$ cat src/rtl/hbd_pkg.sv
// Shared types and constants for the 2:1 halfband decimator.
`default_nettype none

package hbd_pkg;

    localparam int CFG_W          = 6;
    localparam int MAX_TAPS_DEF   = 32;
    localparam int SAMPLE_W_DEF   = 16;
    localparam int COEF_W_DEF     = 18;
    localparam logic [CFG_W-1:0] FILT_LEN_RST = CFG_W'(15);

    // Item kinds carried in tuser
    localparam logic MODE_SAMPLE = 1'b0;
    localparam logic MODE_COEF   = 1'b1;

    typedef enum logic [1:0] {
        S_IDLE,
        S_ISSUE,
        S_DRAIN,
        S_DONE
    } t_seq_state;

    // Control that rides along the MAC pipeline with each read
    typedef struct packed {
        logic vld;
        logic first;
    } t_mac_ctl;

endpackage

`default_nettype wire

$ cat src/rtl/hbd_dline.sv
// Complex delay line memory: one write port, two registered read ports, zero until written.
`default_nettype none

module hbd_dline #(
    parameter int DEPTH = 32,
    parameter int DW    = 32
) (
    input  wire logic                     i_clk,
    input  wire logic                     i_rst_n,
    input  wire logic                     i_we,
    input  wire logic [$clog2(DEPTH)-1:0] i_waddr,
    input  wire logic [DW-1:0]            i_wdata,
    input  wire logic [$clog2(DEPTH)-1:0] i_raddr0,
    input  wire logic [$clog2(DEPTH)-1:0] i_raddr1,
    output logic      [DW-1:0]            o_rdata0,
    output logic      [DW-1:0]            o_rdata1
);

    logic [DW-1:0] r_mem [DEPTH];
    logic [DEPTH-1:0] r_valid;
    logic [DW-1:0] r_q0;
    logic [DW-1:0] r_q1;
    logic          r_v0;
    logic          r_v1;

    always_ff @(posedge i_clk) begin
        if (i_we) begin
            r_mem[i_waddr] <= i_wdata;
        end
        r_q0 <= r_mem[i_raddr0];
        r_q1 <= r_mem[i_raddr1];
    end

    // Entries never written read as zero
    always_ff @(posedge i_clk) begin
        if (!i_rst_n) begin
            r_valid <= '0;
            r_v0    <= 1'b0;
            r_v1    <= 1'b0;
        end else begin
            if (i_we) begin
                r_valid[i_waddr] <= 1'b1;
            end
            r_v0 <= r_valid[i_raddr0];
            r_v1 <= r_valid[i_raddr1];
        end
    end

    assign o_rdata0 = r_v0 ? r_q0 : '0;
    assign o_rdata1 = r_v1 ? r_q1 : '0;

endmodule

`default_nettype wire

$ cat src/rtl/hbd_cmac.sv
// Shared complex multiply-accumulate with pre-adder, then round and saturate.
`default_nettype none

module hbd_cmac #(
    parameter int SW   = 16,
    parameter int CW   = 18,
    parameter int HALF = 16
) (
    input  wire logic                   i_clk,
    input  wire logic                   i_rst_n,
    input  wire hbd_pkg::t_mac_ctl      i_ctl,
    input  wire logic signed [CW-1:0]   i_coef,
    input  wire logic        [2*SW-1:0] i_fir_a,
    input  wire logic        [2*SW-1:0] i_fir_b,
    input  wire logic        [2*SW-1:0] i_tap,
    output logic             [2*SW-1:0] o_res
);

    import hbd_pkg::*;

    localparam int PW   = SW + CW + 1;
    localparam int ACCW = PW + $clog2(HALF + 1);
    localparam logic [ACCW:0] RND_K = (ACCW+1)'(1) << (CW - 1);
    localparam logic signed [ACCW:0] Q_MAX = (ACCW+1)'((1 << (SW - 1)) - 1);
    localparam logic signed [ACCW:0] Q_MIN = -Q_MAX - (ACCW+1)'(1);

    t_mac_ctl r_s1;
    t_mac_ctl r_s2;

    logic signed [SW-1:0]   w_a    [2];
    logic signed [SW-1:0]   w_b    [2];
    logic signed [SW-1:0]   w_t    [2];
    logic signed [SW:0]     w_sum  [2];
    logic signed [PW-1:0]   w_prod [2];
    logic signed [PW-1:0]   r_prod [2];
    logic signed [ACCW-1:0] r_acc  [2];
    logic        [ACCW:0]   w_rnd  [2];
    logic signed [ACCW:0]   w_q    [2];

    always_ff @(posedge i_clk) begin
        if (!i_rst_n) begin
            r_s1 <= '0;
            r_s2 <= '0;
        end else begin
            r_s1 <= i_ctl;
            r_s2 <= r_s1;
        end
    end

    // Stage 1: pre-add the symmetric pair and multiply, or scale the center tap
    always_comb begin
        for (int p = 0; p < 2; p++) begin
            w_a[p]   = i_fir_a[p*SW +: SW];
            w_b[p]   = i_fir_b[p*SW +: SW];
            w_t[p]   = i_tap[p*SW +: SW];
            w_sum[p] = (SW+1)'(w_a[p]) + (SW+1)'(w_b[p]);
            if (r_s1.first) begin
                w_prod[p] = PW'(w_t[p]) <<< (CW - 1);
            end else begin
                w_prod[p] = PW'(i_coef) * PW'(w_sum[p]);
            end
        end
    end

    // Stage 2: accumulate; the center tap starts a fresh sum
    always_ff @(posedge i_clk) begin
        for (int p = 0; p < 2; p++) begin
            if (r_s1.vld) begin
                r_prod[p] <= w_prod[p];
            end
            if (r_s2.vld) begin
                if (r_s2.first) begin
                    r_acc[p] <= ACCW'(r_prod[p]);
                end else begin
                    r_acc[p] <= r_acc[p] + ACCW'(r_prod[p]);
                end
            end
        end
    end

    // Round half up, drop the coefficient fraction, clamp to the sample range
    always_comb begin
        for (int p = 0; p < 2; p++) begin
            w_rnd[p] = (ACCW+1)'(r_acc[p]) + RND_K;
            w_q[p]   = $signed(w_rnd[p]) >>> CW;
            if (w_q[p] > Q_MAX) begin
                o_res[p*SW +: SW] = SW'(Q_MAX);
            end else if (w_q[p] < Q_MIN) begin
                o_res[p*SW +: SW] = SW'(Q_MIN);
            end else begin
                o_res[p*SW +: SW] = SW'(w_q[p]);
            end
        end
    end

endmodule

`default_nettype wire

$ cat src/rtl/hbd_ctrl.sv
// Sequencer: write pointer, tap address generation and MAC issue control.
`default_nettype none

module hbd_ctrl #(
    parameter int MAX_TAPS = 32
) (
    input  wire logic                               i_clk,
    input  wire logic                               i_rst_n,
    input  wire logic                               i_start,
    input  wire logic [hbd_pkg::CFG_W-1:0]          i_filt_len,
    input  wire logic                               i_out_free,
    output logic                                    o_ready,
    output logic                                    o_load,
    output logic                                    o_fir_even,
    output logic [$clog2(MAX_TAPS)-1:0]             o_wr_addr,
    output logic [$clog2(MAX_TAPS)-1:0]             o_rd_addr0,
    output logic [$clog2(MAX_TAPS)-1:0]             o_rd_addr1,
    output logic [$clog2(MAX_TAPS/2)-1:0]           o_coef_idx,
    output hbd_pkg::t_mac_ctl                       o_mac_ctl
);

    import hbd_pkg::*;

    localparam int AW   = $clog2(MAX_TAPS);
    localparam int NW   = $clog2(MAX_TAPS + 1);
    localparam int CIW  = $clog2(MAX_TAPS / 2);
    localparam int TW   = (NW > CFG_W) ? NW : CFG_W;
    localparam int SW2  = NW + 1;

    t_seq_state r_state;
    t_seq_state n_state;
    logic [NW-1:0] r_cnt;
    logic [NW-1:0] n_cnt;
    logic [AW-1:0] r_wp;
    logic [AW-1:0] w_wp_dec;
    logic [TW-1:0] w_nt_ext;
    logic [NW-1:0] w_n;
    logic [NW-1:0] w_half;
    logic [NW-1:0] w_off;
    logic [NW-1:0] w_k;

    function automatic logic [AW-1:0] f_wrap(input logic [AW-1:0] base,
                                             input logic [NW-1:0] ofs);
        logic [SW2-1:0] s;
        s = SW2'(base) + SW2'(ofs);
        if (s >= SW2'(MAX_TAPS)) begin
            s = s - SW2'(MAX_TAPS);
        end
        return AW'(s);
    endfunction

    // Zero taps acts as one; lengths past the line depth clamp to it
    assign w_nt_ext = TW'(i_filt_len);
    always_comb begin
        if (w_nt_ext == '0) begin
            w_n = NW'(1);
        end else if (w_nt_ext > TW'(MAX_TAPS)) begin
            w_n = NW'(MAX_TAPS);
        end else begin
            w_n = NW'(w_nt_ext);
        end
    end

    assign w_half     = w_n >> 1;
    assign o_fir_even = ~w_n[0];
    assign w_off      = w_n[0] ? NW'(1) : NW'(0);
    assign w_k        = r_cnt - NW'(1);
    assign w_wp_dec   = (r_wp == '0) ? AW'(MAX_TAPS - 1) : r_wp - AW'(1);
    assign o_wr_addr  = w_wp_dec;

    always_ff @(posedge i_clk) begin
        if (!i_rst_n) begin
            r_state <= S_IDLE;
            r_cnt   <= '0;
            r_wp    <= '0;
        end else begin
            r_state <= n_state;
            r_cnt   <= n_cnt;
            if (i_start) begin
                r_wp <= w_wp_dec;
            end
        end
    end

    // Next state: center tap, then one issue per coefficient pair, drain, hand off
    always_comb begin
        n_state = r_state;
        n_cnt   = r_cnt;
        unique case (r_state)
            S_IDLE: begin
                n_cnt = '0;
                if (i_start) begin
                    n_state = S_ISSUE;
                end
            end
            S_ISSUE: begin
                if (r_cnt == w_half) begin
                    n_state = S_DRAIN;
                    n_cnt   = '0;
                end else begin
                    n_cnt = r_cnt + NW'(1);
                end
            end
            S_DRAIN: begin
                if (r_cnt == NW'(1)) begin
                    n_state = S_DONE;
                    n_cnt   = '0;
                end else begin
                    n_cnt = r_cnt + NW'(1);
                end
            end
            S_DONE: begin
                if (i_out_free) begin
                    n_state = S_IDLE;
                end
            end
            default: begin
                n_state = S_IDLE;
            end
        endcase
    end

    // Outputs
    always_comb begin
        o_ready         = 1'b0;
        o_load          = 1'b0;
        o_mac_ctl       = '0;
        o_rd_addr0      = f_wrap(r_wp, w_k + w_off);
        o_rd_addr1      = f_wrap(r_wp, w_n - NW'(1) - w_k);
        o_coef_idx      = CIW'(w_k);
        unique case (r_state)
            S_IDLE: begin
                o_ready = 1'b1;
            end
            S_ISSUE: begin
                o_mac_ctl.vld   = 1'b1;
                o_mac_ctl.first = (r_cnt == '0);
                if (r_cnt == '0) begin
                    o_rd_addr0 = f_wrap(r_wp, w_half);
                end
            end
            S_DRAIN: begin
                o_ready = 1'b0;
            end
            S_DONE: begin
                o_load = i_out_free;
            end
            default: begin
                o_ready = 1'b0;
            end
        endcase
    end

endmodule

`default_nettype wire

$ cat src/rtl/halfband_decimator_2to1.sv
// Top level of the complex 2:1 halfband decimator with one shared complex MAC.
`default_nettype none

// Complex 2:1 polyphase halfband decimator. Each input item is a complex
// sample (tuser = 0) or a coefficient write (tuser = 1). Samples alternate
// even and odd: an even sample is held, and the odd one pushes the pair into
// the even and odd delay lines and yields one output item, Q1.15, rounded half
// up and saturated. The filter length comes from the filter length register
// (write it through i_cfg_we / i_cfg_wdata while idle); its parity picks the
// branch. Coefficient writes and even samples need no MAC pass. After an odd
// sample is accepted, the shared complex MAC makes one pass over the center tap
// and the floor(N/2) coefficient pairs, where N is the clamped filter length
// (two delay line reads a cycle); the pipeline then drains and the result is
// handed to the output register before the next item is accepted. The output
// register lets the next item in while a result waits; a second result waits
// in the sequencer until it drains.
// Delay lines read as zero after reset without any clearing pass.
module halfband_decimator_2to1 #(
    parameter int MAX_TAPS     = hbd_pkg::MAX_TAPS_DEF,
    parameter int SAMPLE_WIDTH = hbd_pkg::SAMPLE_W_DEF,
    parameter int COEF_WIDTH   = hbd_pkg::COEF_W_DEF,
    localparam int CIW_P  = $clog2(MAX_TAPS / 2),
    localparam int IN_DW  = ((2 * SAMPLE_WIDTH + CIW_P + COEF_WIDTH + 7) / 8) * 8,
    localparam int OUT_DW = ((2 * SAMPLE_WIDTH + 7) / 8) * 8
) (
    input  wire logic                      i_clk,
    input  wire logic                      i_rst_n,
    input  wire logic                      i_s_axis_tvalid,
    output logic                           o_s_axis_tready,
    // sample_re, sample_im, coef_index, coef_value, zero pad
    input  wire logic [IN_DW-1:0]          i_s_axis_tdata,
    // mode
    input  wire logic                      i_s_axis_tuser,
    output logic                           o_m_axis_tvalid,
    input  wire logic                      i_m_axis_tready,
    // out_re, out_im, zero pad
    output logic [OUT_DW-1:0]              o_m_axis_tdata,
    input  wire logic                      i_cfg_we,
    input  wire logic [hbd_pkg::CFG_W-1:0] i_cfg_wdata
);

    import hbd_pkg::*;

    localparam int SW   = SAMPLE_WIDTH;
    localparam int CW   = COEF_WIDTH;
    localparam int HALF = MAX_TAPS / 2;
    localparam int AW   = $clog2(MAX_TAPS);
    localparam int CIW  = CIW_P;

    logic [CFG_W-1:0]     r_filt_len;
    logic                 r_phase;
    logic [2*SW-1:0]      r_held;
    logic                 r_out_vld;
    logic [2*SW-1:0]      r_out;
    logic signed [CW-1:0] r_coef_mem [HALF];
    logic signed [CW-1:0] r_coef;

    logic                 w_acc;
    logic                 w_is_coef;
    logic                 w_start;
    logic [2*SW-1:0]      w_sample;
    logic [CIW-1:0]       w_cidx;
    logic signed [CW-1:0] w_cval;
    logic                 w_ready;
    logic                 w_load;
    logic                 w_out_free;
    logic                 w_fir_even;
    logic [AW-1:0]        w_wr_addr;
    logic [AW-1:0]        w_rd_addr0;
    logic [AW-1:0]        w_rd_addr1;
    logic [CIW-1:0]       w_coef_idx;
    t_mac_ctl             w_mac_ctl;
    logic [2*SW-1:0]      w_even_q0;
    logic [2*SW-1:0]      w_even_q1;
    logic [2*SW-1:0]      w_odd_q0;
    logic [2*SW-1:0]      w_odd_q1;
    logic [2*SW-1:0]      w_fir_a;
    logic [2*SW-1:0]      w_fir_b;
    logic [2*SW-1:0]      w_tap;
    logic [2*SW-1:0]      w_res;

    // Unpack the input item; the complex value travels as {im, re}
    assign w_sample = i_s_axis_tdata[2*SW-1:0];
    assign w_cidx   = i_s_axis_tdata[2*SW +: CIW];
    assign w_cval   = i_s_axis_tdata[2*SW+CIW +: CW];

    assign o_s_axis_tready = w_ready;
    assign w_acc     = i_s_axis_tvalid && w_ready;
    assign w_is_coef = (i_s_axis_tuser == MODE_COEF);
    // The odd sample of a pair launches one output computation
    assign w_start   = w_acc && !w_is_coef && r_phase;
    assign w_out_free = !r_out_vld || i_m_axis_tready;

    always_ff @(posedge i_clk) begin
        if (!i_rst_n) begin
            r_filt_len <= FILT_LEN_RST;
            r_phase    <= 1'b0;
            r_out_vld  <= 1'b0;
        end else begin
            if (i_cfg_we) begin
                r_filt_len <= i_cfg_wdata;
            end
            if (w_acc && (i_s_axis_tuser == MODE_SAMPLE)) begin
                r_phase <= ~r_phase;
            end
            if (w_load) begin
                r_out_vld <= 1'b1;
            end else if (i_m_axis_tready) begin
                r_out_vld <= 1'b0;
            end
        end
    end

    // Payload: held even sample, result register, coefficient table
    always_ff @(posedge i_clk) begin
        if (w_acc && !w_is_coef && !r_phase) begin
            r_held <= w_sample;
        end
        if (w_load) begin
            r_out <= w_res;
        end
        if (w_acc && w_is_coef && ((CIW+1)'(w_cidx) < (CIW+1)'(HALF))) begin
            r_coef_mem[w_cidx] <= w_cval;
        end
        r_coef <= r_coef_mem[w_coef_idx];
    end

    assign o_m_axis_tvalid = r_out_vld;
    assign o_m_axis_tdata  = OUT_DW'(r_out);

    hbd_ctrl #(
        .MAX_TAPS (MAX_TAPS)
    ) u_ctrl (
        .i_clk      (i_clk),
        .i_rst_n    (i_rst_n),
        .i_start    (w_start),
        .i_filt_len (r_filt_len),
        .i_out_free (w_out_free),
        .o_ready    (w_ready),
        .o_load     (w_load),
        .o_fir_even (w_fir_even),
        .o_wr_addr  (w_wr_addr),
        .o_rd_addr0 (w_rd_addr0),
        .o_rd_addr1 (w_rd_addr1),
        .o_coef_idx (w_coef_idx),
        .o_mac_ctl  (w_mac_ctl)
    );

    hbd_dline #(
        .DEPTH (MAX_TAPS),
        .DW    (2 * SW)
    ) u_even_line (
        .i_clk    (i_clk),
        .i_rst_n  (i_rst_n),
        .i_we     (w_start),
        .i_waddr  (w_wr_addr),
        .i_wdata  (r_held),
        .i_raddr0 (w_rd_addr0),
        .i_raddr1 (w_rd_addr1),
        .o_rdata0 (w_even_q0),
        .o_rdata1 (w_even_q1)
    );

    hbd_dline #(
        .DEPTH (MAX_TAPS),
        .DW    (2 * SW)
    ) u_odd_line (
        .i_clk    (i_clk),
        .i_rst_n  (i_rst_n),
        .i_we     (w_start),
        .i_waddr  (w_wr_addr),
        .i_wdata  (w_sample),
        .i_raddr0 (w_rd_addr0),
        .i_raddr1 (w_rd_addr1),
        .o_rdata0 (w_odd_q0),
        .o_rdata1 (w_odd_q1)
    );

    // Even length filters over the even line and taps the odd center; odd length swaps
    assign w_fir_a = w_fir_even ? w_even_q0 : w_odd_q0;
    assign w_fir_b = w_fir_even ? w_even_q1 : w_odd_q1;
    assign w_tap   = w_fir_even ? w_odd_q0  : w_even_q0;

    hbd_cmac #(
        .SW   (SW),
        .CW   (CW),
        .HALF (HALF)
    ) u_cmac (
        .i_clk   (i_clk),
        .i_rst_n (i_rst_n),
        .i_ctl   (w_mac_ctl),
        .i_coef  (r_coef),
        .i_fir_a (w_fir_a),
        .i_fir_b (w_fir_b),
        .i_tap   (w_tap),
        .o_res   (w_res)
    );

    // An odd sample starts a computation, so the next cycle must not accept
    a_busy_after_start : assert property (@(posedge i_clk) disable iff (!i_rst_n)
        w_start |=> !o_s_axis_tready)
        else $error("input accepted right after a computation started");

    // Coefficient writes leave the sample phase alone
    a_phase_hold : assert property (@(posedge i_clk) disable iff (!i_rst_n)
        (w_acc && w_is_coef) |=> $stable(r_phase))
        else $error("sample phase moved on a coefficient write");

    // A result appears only through a sequencer hand-off
    a_out_from_load : assert property (@(posedge i_clk) disable iff (!i_rst_n)
        $rose(r_out_vld) |-> $past(w_load))
        else $error("output valid without a result hand-off");

    // Never overwrite a result that has not been taken
    a_no_overwrite : assert property (@(posedge i_clk) disable iff (!i_rst_n)
        w_load |-> (!r_out_vld || i_m_axis_tready))
        else $error("result register overwritten while full");

endmodule

`default_nettype wire

$ cat config.mk
export PLATFORM = sky130hd
export DESIGN_NAME = halfband_decimator_2to1
export DESIGN_NICKNAME = d
export VERILOG_FILES = /design/src/rtl/hbd_pkg.sv /design/src/rtl/hbd_dline.sv /design/src/rtl/hbd_cmac.sv /design/src/rtl/hbd_ctrl.sv /design/src/rtl/halfband_decimator_2to1.sv
export SDC_FILE = /design/constraint.sdc
export NUM_CORES = 2
export LEC_CHECK = 0
export ABC_AREA = 0
export BUFFER_PORTS_ARGS = -buffer_cell sky130_fd_sc_hd__buf_2
export CORE_MARGIN = 1
export CORE_UTILIZATION = 30
export DETAILED_ROUTE_END_ITERATION = 8
export MAX_ROUTING_LAYER = met4
export PLACE_DENSITY = 0.43
export SYNTH_ARGS = -nofsm -noshare
export SYNTH_HDL_FRONTEND = slang
export SYNTH_HIERARCHICAL = 1
export SYNTH_SLANG_ARGS = --single-unit
$ cat constraint.sdc
create_clock -name i_clk -period 15.15 [get_ports i_clk]
set_input_delay 3.03 -clock i_clk [delete_from_list [all_inputs] [get_ports i_clk]]
set_output_delay 3.03 -clock i_clk [all_outputs]
set_load 0.01 [all_outputs]
==> results.yml <==
clocking:
  clk_pin_slew_worst_paths_ns: 0.05
  cts_resized: 0
  clk_latency_ns: 0.97
  hold_buffers: 0
  htreeDepth: 5
  cts_buffer_depth: 4
  cts_root_buf: "clkbuf_16"
  cts_setup_buffers: 0
  clock_sinks: 2789
  cts_tree: "yes"
  cts_buffers: 335
worst_setup_path:
  required_ns: 15.76
  end_kind: "flip-flop"
  cp_common_cell: "fa_1"
  crit_path_max_incr_delay_ns: 0.57
  cp_slowest_cell: "fa_1"
  path_class: "reg -> reg"
  crit_path_start_kind: "flip-flop"
  path_max_fanout: 49
  crit_arrival_ns: 11.95
sta:
  tightest_slew_ns: 1.24
  max_freq_ghz: 0.0881
  rsz0062_at_grt: "no"
  min_period_ns: 11.35
  clock_skew_ns: 0.108
  hold_viol: 0
  fin_tns_setup_ns: 0
  setup_viol: 0
  finalCritPeriodShare_pct: 74.9
  maxSlewViolCount: 0
  slew-limit-headroom_pct: 17.3
global_routing:
  grt_max_degree: 123
  grt_pass1_vias: 90883
  grt_pass1_wl_um: 695000
  overflow: 0
  antenna_found_initial: 49
  grt_use_total_pct: 19.7
floorplan:
  die_area_sq_um: 508000
  start_util_pct: 30.2
  num_rows: 260
  core_sq_um: 502000
  die_x_um: 712
  die_y_um: 712
  pin_count: 102
synth:
  ys_seq_area_share_pct: 53.7
  async_reset_ff_share_pct: 0
  synthFlopType: "edfxtp_1"
  syn_area_sq_um: 151000
  synth_nets: 10173
  synth_edf_count: 2550
  syn_area_per_cell_sq_um: 16.5
  yosys_warnings: 6
  yosys.cell_types.count: 94
  synthCells: 9162
  synth.ff_latch_count: 2789
finish:
  mostFrequentLayoutCell: "edfxtp_1"
  layout_common_cells: "2550 x edfxtp_1, 1354 x mux4_2, 703 x inv_1"
  instances_no_fill: 16282
  area_growth_pct: 13.4
  fin_nets: 10295
  layout-drive-gt1-share_pct: 26.8
route:
  drc_errors: 0
  routed_via_density: 5.26
  drt_iter0_markers: 7226
  ant_nets: 0
  wire_per_inst_um: 30.3
  vias: 85684
  dr.pass1.iters: 5
  wl_um: 493000
run:
  drv_cap: 0
placement:
  dp_hpwl_um: 289000
  gp_congestion: 0.798
  io_buffers: 99
  dp_cells: 15628
worst_hold_path:
  hold_path.class: "reg -> reg"
run_status:
  status: "complete, no violations"
worst max-delay path, delay by kind of cell (launching register included):
family | cells | cell delay, ns
xor+xnor | 1 | 0.14
compound gates | 12 | 2.90
simple gates | 10 | 1.30
flops | 1 | 0.30
fa+ha+maj | 9 | 4.05
buf+inv | 9 | 1.86
mux | 1 | 0.38
cell families after synthesis:
| group | synth area share [%] |
|---|---|
| xor+xnor | 1.26 |
| flops | 53.7 |
| mux | 22.5 |
| fa+ha+maj | 10.9 |
| buf+inv | 3.35 |
| simple gates | 5.38 |
| compound gates | 2.89 |
per-layer routing:
| layer | part of all wire [%] | global-route usage, % |
|---|---|---|
| met4 | 2.4 | 4.47 |
| met2 | 47 | 31.3 |
| met3 | 5.2 | 2.67 |
| met5 | 0 | - |
| met1 | 45 | 26.9 |
flip-flops by register name, indices dropped and copies added (netlist names), 2 cells and up:
name,count
u_ctrl/r_cnt,6
u_ctrl/r_state,2
r_held,32
u_cmac/r_prod,70
r_coef_mem,288
u_even_line/r_q0,32
u_odd_line/r_mem,1024
u_even_line/r_mem,1024
o_m_axis_tdata,32
u_odd_line/r_q1,32
u_cmac/r_s2,2
r_coef,18
u_even_line/r_q1,32
u_cmac/r_acc,80
u_odd_line/r_q0,32
r_filt_len,6
u_odd_line/r_valid,32
u_ctrl/r_wp,5
u_even_line/r_valid,32
u_cmac/r_s1,2
cell usage after synthesis (all sizes together), types with 43 or more instances:
cell | count | share of area [%]
a21o | 64 | 0.32
a21oi | 152 | 0.50
and2 | 384 | 1.6
buf | 196 | 0.80
clkbuf | 319 | 0.79
dfxtp | 239 | 3.2
edfxtp | 2550 | 51
fa | 629 | 8.3
ha | 314 | 2.6
inv | 706 | 1.8
mux2 | 233 | 1.7
mux4 | 1376 | 21
nand2 | 568 | 1.4
nand2b | 43 | 0.18
nand3 | 68 | 0.22
nor2 | 338 | 0.84
nor2b | 80 | 0.33
nor3 | 43 | 0.15
o21ai | 216 | 0.72
xnor2 | 123 | 0.71
xor2 | 95 | 0.55
worst paths after layout:
path,cells past startpoint,endpoint,start,slack (ns)
max,42,u_cmac/r_prod[0][34],r_filt_len[4],3.80
min,1,u_odd_line/r_valid[19],u_odd_line/r_valid[19],0.49
max reg2reg,42,u_cmac/r_prod[0][34],r_filt_len[4],3.80
min reg2reg,1,u_odd_line/r_valid[19],u_odd_line/r_valid[19],0.49
layout make-up:
type / count / area, sq um
Tap cell: 6681 / 8360
Multi-Input combinational cell: 5148 / 65900
Sequential cell: 2789 / 81400
Fill cell: 47593 / 330000
Clock buffer: 472 / 9530
Timing Repair Buffer: 300 / 2220
Antenna cell: 36 / 90.1
Clock inverter: 146 / 1470
Inverter: 710 / 2670
per-stage QoR:
step | worst slack (ns) | hold slack [ns] | instance area (sq um) | util [%]
floorplan | 5.77 | 0.450 | 151000 | -
global placement | 3.90 | 0.467 | 161000 | 32.0
detailed placement | 3.87 | 0.481 | 161000 | 32.0
CTS | 3.81 | 0.494 | 172000 | 34.2
global route | 3.15 | 0.514 | 172000 | 34.2
finish | 3.80 | 0.495 | 172000 | 34.2
Power is left out: the tool's default activity adds up to more than one toggle a clock period on the data nets, which glitch-free logic cannot reach.
